### src/uart_receive_ring_fifo_top_macros.svh
// Assertion macros used by the receive ring FIFO top module.
`ifndef UART_RECEIVE_RING_FIFO_TOP_MACROS_SVH
`define UART_RECEIVE_RING_FIFO_TOP_MACROS_SVH

`ifndef SYNTH
`define URRF_ASSERT(label, clk, rst_n, prop, msg) \
  label: assert property (@(posedge clk) disable iff (!rst_n) prop) else $error(msg);
`define URRF_ASSERT_ONEHOT0(label, clk, rst_n, en, sig, msg) \
  label: assert property (@(posedge clk) disable iff (!rst_n) en |-> $onehot0(sig)) \
    else $error(msg);
`else
`define URRF_ASSERT(label, clk, rst_n, prop, msg)
`define URRF_ASSERT_ONEHOT0(label, clk, rst_n, en, sig, msg)
`endif

`endif

### src/urrf_pkg.sv
// Types and constants of the receive ring FIFO.
package urrf_pkg;

  localparam int unsigned RING_DEPTH_DEF = 16;
  localparam int unsigned STAT_WIDTH_DEF = 16;
  localparam int unsigned KIND_W         = 2;
  localparam int unsigned BYTE_W         = 8;

  localparam logic [BYTE_W-1:0] ZERO_BYTE = 8'h00;

  typedef enum logic [KIND_W-1:0] {
    KIND_RX    = 2'd0,
    KIND_POP   = 2'd1,
    KIND_PEEK  = 2'd2,
    KIND_FLUSH = 2'd3
  } kind_e;

  typedef struct packed {
    logic ok;
    logic drop;
    logic frame;
  } stat_evt_t;

endpackage

### src/urrf_stats.sv
// Wrapping statistics counters of the receive ring FIFO.
module urrf_stats #(
  parameter int unsigned STAT_WIDTH = urrf_pkg::STAT_WIDTH_DEF
) (
  input  logic                  clk_i,
  input  logic                  rst_ni,
  input  logic                  evt_vld_i,
  input  urrf_pkg::stat_evt_t   evt_i,
  input  logic                  stats_en_i,
  output logic [STAT_WIDTH-1:0] ok_cnt_o,
  output logic [STAT_WIDTH-1:0] drop_cnt_o,
  output logic [STAT_WIDTH-1:0] frame_cnt_o
);
  import urrf_pkg::*;

  logic [STAT_WIDTH-1:0] ok_q, drop_q, frame_q;
  logic                  bump;

  assign bump = evt_vld_i && stats_en_i;

  always_ff @(posedge clk_i or negedge rst_ni) begin
    if (!rst_ni) begin
      ok_q    <= '0;
      drop_q  <= '0;
      frame_q <= '0;
    end else if (bump) begin
      if (evt_i.ok) begin
        ok_q <= ok_q + 1'b1;
      end
      if (evt_i.drop) begin
        drop_q <= drop_q + 1'b1;
      end
      if (evt_i.frame) begin
        frame_q <= frame_q + 1'b1;
      end
    end
  end

  assign ok_cnt_o    = ok_q;
  assign drop_cnt_o  = drop_q;
  assign frame_cnt_o = frame_q;

endmodule

### src/uart_receive_ring_fifo_top.sv
// Top level of the serial receive ring FIFO with statistics.
//
//  Channel | Direction | Handshake                  | Payload
//  in      | in        | in_valid_i / in_ready_o    | kind, line_byte, framing_bad, peek_offset
//  out     | out       | out_valid_o / out_ready_i  | read_byte .. framing_total
//  cfg     | in        | cfg_valid_i / cfg_ready_o  | cfg_stats_enable_i
//
// One item per cycle is sustained while the output does not stall; an item passes through the
// input register and then the result register, which also takes the registered ring read.
// Reset clears the indices, counters and the input and result valid flags and sets stats enable;
// ring contents are not cleared. A stalled output holds the result register and, once the input
// register is also full, the input side stalls. The configuration port is always ready.
`include "uart_receive_ring_fifo_top_macros.svh"

module uart_receive_ring_fifo_top #(
  parameter int unsigned RING_DEPTH = urrf_pkg::RING_DEPTH_DEF,
  parameter int unsigned STAT_WIDTH = urrf_pkg::STAT_WIDTH_DEF,
  localparam int unsigned IdxW      = $clog2(RING_DEPTH)
) (
  input  logic                          clk_i,
  input  logic                          rst_ni,
  input  logic                          in_valid_i,
  output logic                          in_ready_o,
  input  logic [urrf_pkg::KIND_W-1:0]   kind_i,
  input  logic [urrf_pkg::BYTE_W-1:0]   line_byte_i,
  input  logic                          framing_bad_i,
  input  logic [IdxW-1:0]               peek_offset_i,
  output logic                          out_valid_o,
  input  logic                          out_ready_i,
  output logic [urrf_pkg::BYTE_W-1:0]   read_byte_o,
  output logic                          read_valid_o,
  output logic                          stored_o,
  output logic [IdxW-1:0]               fill_level_o,
  output logic [STAT_WIDTH-1:0]         ok_total_o,
  output logic [STAT_WIDTH-1:0]         dropped_total_o,
  output logic [STAT_WIDTH-1:0]         framing_total_o,
  input  logic                          cfg_valid_i,
  output logic                          cfg_ready_o,
  input  logic                          cfg_stats_enable_i
);
  import urrf_pkg::*;

  // Input register.
  logic              s1_vld_q;
  kind_e             s1_kind_q;
  logic [BYTE_W-1:0] s1_byte_q;
  logic              s1_bad_q;
  logic [IdxW-1:0]   s1_off_q;

  // Ring state.
  logic [BYTE_W-1:0] ring_mem [RING_DEPTH];
  logic [IdxW-1:0]   wr_idx_q, wr_idx_d;
  logic [IdxW-1:0]   rd_idx_q, rd_idx_d;
  logic              stats_en_q;

  // Result register.
  logic              res_vld_q;
  logic              res_rvalid_q, res_rvalid_d;
  logic              res_stored_q, res_stored_d;
  logic [IdxW-1:0]   res_level_q;
  logic [BYTE_W-1:0] rd_data_q;

  logic              adv;
  logic              mem_we;
  logic [IdxW-1:0]   rd_addr;
  logic [IdxW-1:0]   wr_next;
  logic [IdxW-1:0]   level_now;
  logic              ring_full;
  logic              ring_empty;
  stat_evt_t         evt;

  assign adv        = s1_vld_q && (!res_vld_q || out_ready_i);
  assign in_ready_o = !s1_vld_q || adv;
  assign cfg_ready_o = 1'b1;

  always_ff @(posedge clk_i or negedge rst_ni) begin
    if (!rst_ni) begin
      stats_en_q <= 1'b1;
    end else if (cfg_valid_i) begin
      stats_en_q <= cfg_stats_enable_i;
    end
  end

  always_ff @(posedge clk_i or negedge rst_ni) begin
    if (!rst_ni) begin
      s1_vld_q <= 1'b0;
    end else if (in_ready_o) begin
      s1_vld_q <= in_valid_i;
    end
  end

  always_ff @(posedge clk_i or negedge rst_ni) begin
    if (!rst_ni) begin
      s1_kind_q <= KIND_RX;
      s1_byte_q <= '0;
      s1_bad_q  <= 1'b0;
      s1_off_q  <= '0;
    end else if (in_valid_i && in_ready_o) begin
      s1_kind_q <= kind_e'(kind_i);
      s1_byte_q <= line_byte_i;
      s1_bad_q  <= framing_bad_i;
      s1_off_q  <= peek_offset_i;
    end
  end

  assign wr_next    = wr_idx_q + 1'b1;
  assign level_now  = wr_idx_q - rd_idx_q;
  assign ring_full  = (wr_next == rd_idx_q);
  assign ring_empty = (wr_idx_q == rd_idx_q);

  always_comb begin
    wr_idx_d     = wr_idx_q;
    rd_idx_d     = rd_idx_q;
    mem_we       = 1'b0;
    rd_addr      = rd_idx_q;
    res_rvalid_d = 1'b0;
    res_stored_d = 1'b0;
    evt          = '0;
    unique case (s1_kind_q)
      KIND_RX: begin
        if (s1_bad_q) begin
          evt.frame = 1'b1;
        end else if (!ring_full) begin
          mem_we       = 1'b1;
          wr_idx_d     = wr_next;
          res_stored_d = 1'b1;
          evt.ok       = 1'b1;
        end else begin
          evt.drop = 1'b1;
        end
      end
      KIND_POP: begin
        if (!ring_empty) begin
          res_rvalid_d = 1'b1;
          rd_idx_d     = rd_idx_q + 1'b1;
        end
      end
      KIND_PEEK: begin
        if (s1_off_q < level_now) begin
          res_rvalid_d = 1'b1;
          rd_addr      = rd_idx_q + s1_off_q;
        end
      end
      KIND_FLUSH: begin
        wr_idx_d = '0;
        rd_idx_d = '0;
      end
    endcase
  end

  always_ff @(posedge clk_i or negedge rst_ni) begin
    if (!rst_ni) begin
      wr_idx_q  <= '0;
      rd_idx_q  <= '0;
      res_vld_q <= 1'b0;
    end else begin
      if (adv) begin
        wr_idx_q  <= wr_idx_d;
        rd_idx_q  <= rd_idx_d;
        res_vld_q <= 1'b1;
      end else if (out_ready_i) begin
        res_vld_q <= 1'b0;
      end
    end
  end

  always_ff @(posedge clk_i) begin
    if (adv) begin
      res_rvalid_q <= res_rvalid_d;
      res_stored_q <= res_stored_d;
      res_level_q  <= wr_idx_d - rd_idx_d;
    end
  end

  always_ff @(posedge clk_i) begin
    if (adv && mem_we) begin
      ring_mem[wr_idx_q] <= s1_byte_q;
    end
  end

  always_ff @(posedge clk_i) begin
    if (adv) begin
      rd_data_q <= ring_mem[rd_addr];
    end
  end

  urrf_stats #(
    .STAT_WIDTH (STAT_WIDTH)
  ) u_stats (
    .clk_i       (clk_i),
    .rst_ni      (rst_ni),
    .evt_vld_i   (adv),
    .evt_i       (evt),
    .stats_en_i  (stats_en_q),
    .ok_cnt_o    (ok_total_o),
    .drop_cnt_o  (dropped_total_o),
    .frame_cnt_o (framing_total_o)
  );

  assign out_valid_o  = res_vld_q;
  assign read_valid_o = res_rvalid_q;
  assign read_byte_o  = res_rvalid_q ? rd_data_q : ZERO_BYTE;
  assign stored_o     = res_stored_q;
  assign fill_level_o = res_level_q;

  `URRF_ASSERT(a_stored_level, clk_i, rst_ni, (res_vld_q && res_stored_q) |-> (res_level_q != '0), "Stored item reports an empty ring.")
  `URRF_ASSERT(a_flush_clears, clk_i, rst_ni, (adv && s1_kind_q == KIND_FLUSH) |=> (wr_idx_q == '0 && rd_idx_q == '0), "Flush did not clear the ring indices.")
  `URRF_ASSERT_ONEHOT0(a_result_kind, clk_i, rst_ni, res_vld_q, {res_stored_q, res_rvalid_q}, "Result both stored and returned a byte.")
  `URRF_ASSERT(a_stall_cause, clk_i, rst_ni, !in_ready_o |-> (s1_vld_q && res_vld_q && !out_ready_i), "Input stalled without a full pipeline.")

endmodule
### config.mk
export PLATFORM = sky130hd
export DESIGN_NAME = uart_receive_ring_fifo_top
export DESIGN_NICKNAME = d
export VERILOG_FILES = /design/src/urrf_pkg.sv /design/src/urrf_stats.sv /design/src/uart_receive_ring_fifo_top.sv
export VERILOG_INCLUDE_DIRS = /design/src /design/src/src
export SDC_FILE = /design/constraint.sdc
export NUM_CORES = 1
export LEC_CHECK = 0
export ABC_AREA = 0
export BUFFER_PORTS_ARGS = -buffer_cell sky130_fd_sc_hd__buf_2
export CAP_MARGIN = 10
export CORE_ASPECT_RATIO = 0.7
export CORE_MARGIN = 2
export CORE_UTILIZATION = 40
export DETAILED_ROUTE_END_ITERATION = 8
export GPL_ROUTABILITY_DRIVEN = 0
export MAX_ROUTING_LAYER = met4
export PLACE_DENSITY_LB_ADDON = 0.05
export SYNTH_ARGS = -nofsm -noshare
export SYNTH_HDL_FRONTEND = slang
export SYNTH_SLANG_ARGS = --single-unit
### constraint.sdc
create_clock -name clk_i -period 9 [get_ports clk_i]
set_input_delay 1.8 -clock clk_i [delete_from_list [all_inputs] [get_ports clk_i]]
set_output_delay 1.8 -clock clk_i [all_outputs]
set_load 0.01 [all_outputs]
==> results of run 1 <==
[area by class of cell]
type	count	area, µm²
Tap cell	325	407
Clock buffer	31	606
Clock inverter	8	53.8
Antenna cell	2	5.00
Timing Repair Buffer	93	488
Inverter	56	210
Multi-Input combinational cell	440	3460
Sequential cell	216	6120
Fill cell	2211	13200
[registers in the layout, summed over array words and instances (netlist names)]
register	count
read_valid_o	1
u_stats.drop_cnt_o	16
s1_byte_q	8
stats_en_q	1
s1_kind_q	2
ring_mem	128
s1_vld_q	1
s1_bad_q	1
wr_idx_q	4
u_stats.frame_cnt_o	16
out_valid_o	1
fill_level_o	4
rd_idx_q	4
s1_off_q	4
stored_o	1
u_stats.ok_cnt_o	16
rd_data_q	8
[through the flow]
stage	utilization [%]	hold slack [ps]	power, µW
finish	46.2	472	3430
floorplan	-	499	2220
global placement	43.4	458	2560
global route	46.2	502	3620
detailed placement	43.4	466	2590
CTS	46.1	484	3440
[cell families (layout without fill, tap and decap cells)]
group                      after synthesis  in the layout  synth area share, %
buffers and inverters                   89            188                 3.86
DFF                                    216            216                 61.4
muxes                                   53             53                 6.08
other                                    1              3               0.0377
and+or+nand+nor                        157            157                 8.92
xor gates and xnor gates                56             56                 5.15
AOI/OAI and AO/OA                      146            146                 10.9
adders and majority gates               27             27                 3.62
[cell usage after synthesis (2+ instances only)]
cell       count  area, µm²
nor4_2         2       25.0
mux2_1        22        248
nand4_1       13       81.3
a21oi_1        8       40.0
nand2_1       33        124
and4_1         2       17.5
o2111ai_1     16        140
nand2b_1       7       43.8
o21ai_1        7       35.0
nor3_2         3       30.0
dfrtp_1       73       1830
buf_2          7       35.0
inv_1         56        210
xor2_1        18        158
mux2i_1        2       20.0
a31oi_1        3       18.8
a22oi_1        2       15.0
xnor2_1       36        315
o211ai_1      82        616
nor2_1        30        113
clkbuf_1      19       71.3
nor2b_1        4       25.0
nand3_1       26        130
and2_1        10       62.6
a21o_1         5       37.5
and3_1        10       62.6
buf_6          4       45.0
nor3_1         7       35.0
o21ai_0        7       35.0
mux2_2        28        315
a221o_1        2       20.0
edfxtp_1     142       4260
buf_4          3       22.5
fa_1           3       60.1
ha_1          24        300
nand4b_1       2       17.5
[how the worst max path moves through the flow]
stage	slack (ps)	startpoint	to
CTS	4410	rd_idx_q[1]$_DFFE_PN0P_	rd_data_q[1]$_DFFE_PP_
global route	4170	rd_idx_q[1]$_DFFE_PN0P_	rd_data_q[1]$_DFFE_PP_
floorplan	5120	out_ready_i	in_ready_o
finish	4400	rd_idx_q[1]$_DFFE_PN0P_	rd_data_q[1]$_DFFE_PP_
detailed placement	4430	rd_idx_q[1]$_DFFE_PN0P_	rd_data_q[1]$_DFFE_PP_
global placement	4530	wr_idx_q[0]$_DFFE_PN0P_	rd_data_q[1]$_DFFE_PP_
[routing by layer]
metal	vias to the layer above	part of all wire (%)	global-route usage, %
met2	186	38	25.6
li1	2951	-	-
met5	-	0	-
met1	3174	52	32.3
met4	0	1.5	3.31
met3	24	7.9	4.70
[report_power, final]
part | switching [µW] | internal, µW
sequential | 106 | 1180
clock | 378 | 473
combinational | 832 | 459
total | 1320 | 2110
==> insert_results.sql, run 1 <==
INSERT INTO impl_metrics (metric_group, metric, value, unit) VALUES
('sta', 'maxSlewViolCount', '0', ''),
('floorplan', 'fp.dieArea', '0.0262', 'mm²'),
('clock_network', 'cts_hold_buf', '0', ''),
('floorplan', 'die_height', '136', 'µm'),
('sta', 'timing.slew.headroom', '35.5', '%'),
('clock_network', 'clk_latency', '510', 'ps'),
('synth', 'ys_warn_count', '0', ''),
('setup_path', 'ff2ff_setup_slack', '4400', 'ps'),
('placed_design', 'dp_hpwl', '17300', 'µm'),
('setup_path', 'levels_on_crit_path', '14', ''),
('routing', 'vias_per_cell', '5.41', ''),
('cells_and_area', 'most_frequent_cells_in_the_layout', '142 x edfxtp_1, 84 x buf_2, 82 x o211ai_1, 73 x dfrtp_1, 56 x inv_1', ''),
('setup_path', 'timing.critical_path.buf_inv', '3', ''),
('routing', 'drc_errors', '0', ''),
('synth', 'syn_avg_cell_area', '13.4', 'µm²'),
('worst_hold_path', 'worst_hold_startpoint', 'u_stats.ok_cnt_o[15]$_DFFE_PN0P_', ''),
('setup_path', 'end_kind', 'flip-flop', ''),
('cells_and_area', 'fin_area', '0.0113', 'mm²'),
('sta', 'setup_slack', '4400', 'ps'),
('clock_network', 'cts-root-to-sink-buffers', '3', ''),
('status', 'outcome', 'finished, final reports clean', ''),
('synth', 'synth_ff_type', 'edfxtp_1', ''),
('power', 'cellLeakagePower', '0.00446', 'µW'),
('power', 'vdd.ir_drop.worst', '167', 'µV'),
('sta', 'finalSetupViolations', '0', ''),
('global_routing', 'first_global_vias', '6196', ''),
('placed_design', 'placed_cell_area', '0.0107', 'mm²'),
('sta', 'timing.fmax', '217', 'MHz'),
('sta', 'finalSetupTns', '0', 'ps'),
('synth', 'synth.distinct_cells', '63', ''),
('clock_network', 'h_tree_levels', '1', ''),
('floorplan', 'fp-row-count', '48', ''),
('floorplan', 'floorplan.initialDensity', '40.5', '%'),
('routing', 'detailroute.via_count', '6335', ''),
('sta', 'finalCritPeriodShare', '51.1', '%'),
('setup_path', 'critical_r2r_launch', 'rd_idx_q[1]$_DFFE_PN0P_', ''),
('clock_network', 'num_cts_buffers', '23', ''),
('setup_path', 'timing.setup.critical_path_class', 'reg2reg', ''),
('synth', 'syn-cell-area', '0.00996', 'mm²'),
('clock_network', 'cts_setup_buffers', '0', ''),
('cells_and_area', 'layout-drive-gt1-share', '20.1', '%'),
('synth', 'number_of_flip_flops_and_latches_in_the_synthesized_netlist', '216', ''),
('global_routing', 'grt_max_degree', '75', ''),
('cells_and_area', 'area.growth.synth_to_final', '13.9', '%'),
('run', 'drv_cap', '0', ''),
('floorplan', 'design.core.area', '0.0246', 'mm²'),
('global_routing', 'global_route.usage.total', '20.1', '%'),
('routing', 'totalWireLength', '24800', 'µm'),
('synth', 'synthesis.nets', '793', ''),
('synth', 'async_flop_share', '34.3', '%'),
('setup_path', 'required', '9230', 'ps'),
('worst_hold_path', 'timing.hold.worst_endpoint', 'u_stats.ok_cnt_o[15]$_DFFE_PN0P_', ''),
('sta', 'minimum_clock_period_after_layout', '4600', 'ps'),
('setup_path', 'critical_path.slowest_cell', 'buf_4', ''),
('setup_path', 'worstRegToRegCells', '14', ''),
('routing', 'drtPass1Iterations', '5', ''),
('clock_network', 'cts_root_buf', 'clkbuf_16', ''),
('clock_network', 'clock_transition_at_path_regs', '60', 'ps'),
('cells_and_area', 'layoutNonFillerInstCount', '1171', ''),
('setup_path', 'path_max_fanout', '48', ''),
('floorplan', 'pin_count', '86', ''),
('routing', 'final_antenna_net_count', '0', ''),
('setup_path', 'critical_path.reg2reg.endpoint', 'rd_data_q[1]$_DFFE_PP_', ''),
('global_routing', 'global_route.overflow_total', '0', ''),
('sta', 'worst_clock_skew', '12.4', 'ps'),
('sta', 'rsz0062_at_grt', 'false', ''),
('sta', 'tightest_slew', '967', 'ps'),
('global_routing', 'grt_first_pass_wirelength', '38100', 'µm'),
('cells_and_area', 'layout_commonest_cell', 'edfxtp_1', ''),
('sta', 'endpoints_failing_hold', '0', ''),
('synth', 'synth_edf_count', '142', '');
No activity file was read; power rests on OpenSTA's default activity.
==> run 2: changes to the inputs <==
==> constraint.sdc (replaced) <==
create_clock -name clk_i -period 4.1 [get_ports clk_i]
set_input_delay 0.82 -clock clk_i [delete_from_list [all_inputs] [get_ports clk_i]]
set_output_delay 0.82 -clock clk_i [all_outputs]
set_load 0.01 [all_outputs]
==> run 2 against run 1 <==
Worst hold slack worse by 35 ps; routed wire length up 3.0%; sequential power up 120%; sequential share of layout area shrank 0.97 points; flip-flop and latch count unchanged; critical endpoint is now rd_data_q[0]$_DFFE_PP_; largest cell class unchanged; highest routed layer unchanged.
==> insert_results.sql, run 2 (synthesis gave the netlist of run 1 again) <==
INSERT INTO impl_metrics (metric_group, metric, value, unit) VALUES
('sta', 'worst_clock_skew', '12.9', 'ps'),
('sta', 'timing.slew.headroom', '30.4', '%'),
('global_routing', 'grt_max_degree', '75', ''),
('placed_design', 'dp_hpwl', '17600', 'µm'),
('cells_and_area', 'largest-register', 'ring_mem', ''),
('cells_and_area', 'nets', '894', ''),
('routing', 'totalWireLength', '25600', 'µm'),
('sta', 'maxSlewViolCount', '0', ''),
('routing', 'wire_per_inst', '21.5', 'µm'),
('global_routing', 'global_route.overflow_total', '0', ''),
('clock_network', 'clock_transition_at_path_regs', '60', 'ps'),
('sta', 'finalSetupTns', '0', 'ps'),
('cells_and_area', 'layout_commonest_cell', 'edfxtp_1', ''),
('clock_network', 'clkSinkCount', '216', ''),
('worst_hold_path', 'min_path_type', 'in2async', ''),
('clock_network', 'h_tree_levels', '1', ''),
('setup_path', 'path_max_fanout', '11', ''),
('global_routing', 'global_route.usage.total', '20.6', '%'),
('clock_network', 'num_cts_buffers', '23', ''),
('placed_design', 'number_of_placed_cells_counting_well_taps', '1146', ''),
('power', 'vdd.ir_drop.worst', '589', 'µV'),
('setup_path', 'timing.critical_path.buf_inv', '3', ''),
('floorplan', 'design.core.area', '0.0246', 'mm²'),
('floorplan', 'floorplan.initialDensity', '40.5', '%'),
('power', 'power.density', '680', 'mW/mm²'),
('cells_and_area', 'largest_reg_flops', '128', ''),
('sta', 'tightest_slew', '1040', 'ps'),
('floorplan', 'fp.dieArea', '0.0262', 'mm²'),
('setup_path', 'cpMostUsedCell', 'inv_1', ''),
('power', 'cellLeakagePower', '0.00459', 'µW'),
('setup_path', 'critical-path-max-stage-delay', '590', 'ps'),
('global_routing', 'antenna_found_initial', '4', ''),
('routing', 'drt_first_iter_violations', '544', ''),
('clock_network', 'cts_root_buf', 'clkbuf_16', ''),
('setup_path', 'timing.setup.critical_path_class', 'reg2reg', ''),
('cells_and_area', 'most_frequent_cells_in_the_layout', '142 x edfxtp_1, 83 x buf_2, 82 x o211ai_1, 73 x dfrtp_1, 56 x inv_1', ''),
('sta', 'finalSetupViolations', '0', ''),
('floorplan', 'pin_count', '86', ''),
('cells_and_area', 'area.growth.synth_to_final', '16.0', '%'),
('sta', 'minimum_clock_period_after_layout', '3820', 'ps'),
('setup_path', 'required', '4460', 'ps'),
('floorplan', 'fp-row-count', '48', ''),
('cells_and_area', 'layoutNonFillerInstCount', '1193', ''),
('setup_path', 'critical_path.slowest_cell', 'a31oi_2', ''),
('clock_network', 'tritoncts', 'done', ''),
('setup_path', 'critical_path.cell_chain', 'inv_1 > ha_1 > inv_1 > fa_1 > inv_1 > ha_1 > nor4b_4 > a22oi_2 > or4_1 > a31oi_2 > o211ai_1 > nand4_1', ''),
('routing', 'final_antenna_net_count', '0', ''),
('sta', 'finalCritPeriodShare', '93.2', '%'),
('clock_network', 'cts_hold_buf', '0', ''),
('floorplan', 'die_height', '136', 'µm'),
('global_routing', 'first_global_vias', '6367', ''),
('clock_network', 'cts-root-to-sink-buffers', '3', ''),
('routing', 'drc_errors', '0', ''),
('sta', 'rsz0062_at_grt', 'false', ''),
('global_routing', 'grt_first_pass_wirelength', '38900', 'µm'),
('clock_network', 'cts_setup_buffers', '0', ''),
('run', 'drv_cap', '0', ''),
('setup_path', 'critPathTopFamily', 'compound AO/OA/AOI/OAI gates', ''),
('floorplan', 'die_width', '193', 'µm'),
('setup_path', 'critical_path_arrival', '4180', 'ps'),
('routing', 'vias_per_cell', '5.50', ''),
('status', 'outcome', 'finished, final reports clean', ''),
('sta', 'timing.fmax', '262', 'MHz'),
('cells_and_area', 'layout-drive-gt1-share', '21.8', '%'),
('setup_path', 'end_kind', 'flip-flop', ''),
('clock_network', 'cts.repair.resized', '0', ''),
('routing', 'detailroute.via_count', '6563', ''),
('sta', 'endpoints_failing_hold', '0', ''),
('clock_network', 'clk_latency', '520', 'ps'),
('routing', 'drtPass1Iterations', '5', ''),
('placed_design', 'buffer_ports.inserted', '84', ''),
('setup_path', 'startpoint_type', 'flip-flop', '');
-- run 2: cell count changes in the layout (fill, tap and decap cells not counted), sizes merged --
cell      change
inv           +1
buf          +17
clkinv        +1
diode         +3
clkbuf        +4
clkinvlp      -4
-- run 2: worst reg2reg max path, stage by stage (launching register included) --
cell	delay, ps
dfrtp_1	380
inv_1	140
ha_1	170
inv_1	70
fa_1	490
inv_1	50
ha_1	210
nor4b_4	340
a22oi_2	260
or4_1	570
a31oi_2	590
o211ai_1	230
nand4_1	170
-- run 2: per-layer routing --
layer,wire length [µm],share of wire [%],global-route usage [%],vias to the layer above
li1,-,-,-,3012
met1,13200,52,31.8,3309
met2,9910,39,26.2,205
met3,2030,7.9,6.25,37
met4,442,1.7,3.99,0
met5,0,0,-,-
-- run 2: cell type report --
| cell class | instances | area (µm²) |
|---|---|---|
| fillers | 2222 | 13000 |
| flip-flops and latches | 216 | 6120 |
| well taps | 325 | 407 |
| clock inverters | 6 | 37.5 |
| multi-input cells | 440 | 3460 |
| diodes | 5 | 12.5 |
| inverters | 56 | 210 |
| clock buffers | 36 | 674 |
| repair buffers | 109 | 636 |
-- run 2: power breakdown --
part	switching, µW	total (µW)	internal [µW]
logic	1950	3090	1140
registers	193	2790	2600
clock network	841	1970	1130
-- run 2: path summary, 6_finish.rpt --
check	startpoint	slack, ps	to	cells after the start
max	wr_idx_q[0]$_DFFE_PN0P_	280	rd_data_q[0]$_DFFE_PP_	12
min	rst_ni	440	u_stats.drop_cnt_o[5]$_DFFE_PN0P_	1
max reg2reg	wr_idx_q[0]$_DFFE_PN0P_	280	rd_data_q[0]$_DFFE_PP_	12
min reg2reg	u_stats.drop_cnt_o[15]$_DFFE_PN0P_	470	u_stats.drop_cnt_o[15]$_DFFE_PN0P_	1
max in group asynchronous	rst_ni	2980	u_stats.ok_cnt_o[11]$_DFFE_PN0P_	1
min in group clk_i	u_stats.drop_cnt_o[15]$_DFFE_PN0P_	470	u_stats.drop_cnt_o[15]$_DFFE_PN0P_	1
-- run 2: stage by stage --
step	hold WS (ps)	setup slack (ps)	utilization, %	cell area, µm²	total power (µW)
finish	437	279	47.0	11600	7850
global route	480	57.6	47.0	11500	8270
CTS	457	307	47.0	11500	7870
detailed placement	467	345	44.1	10800	5880
global placement	458	453	44.1	10800	5800
floorplan	499	789	-	9960	4860
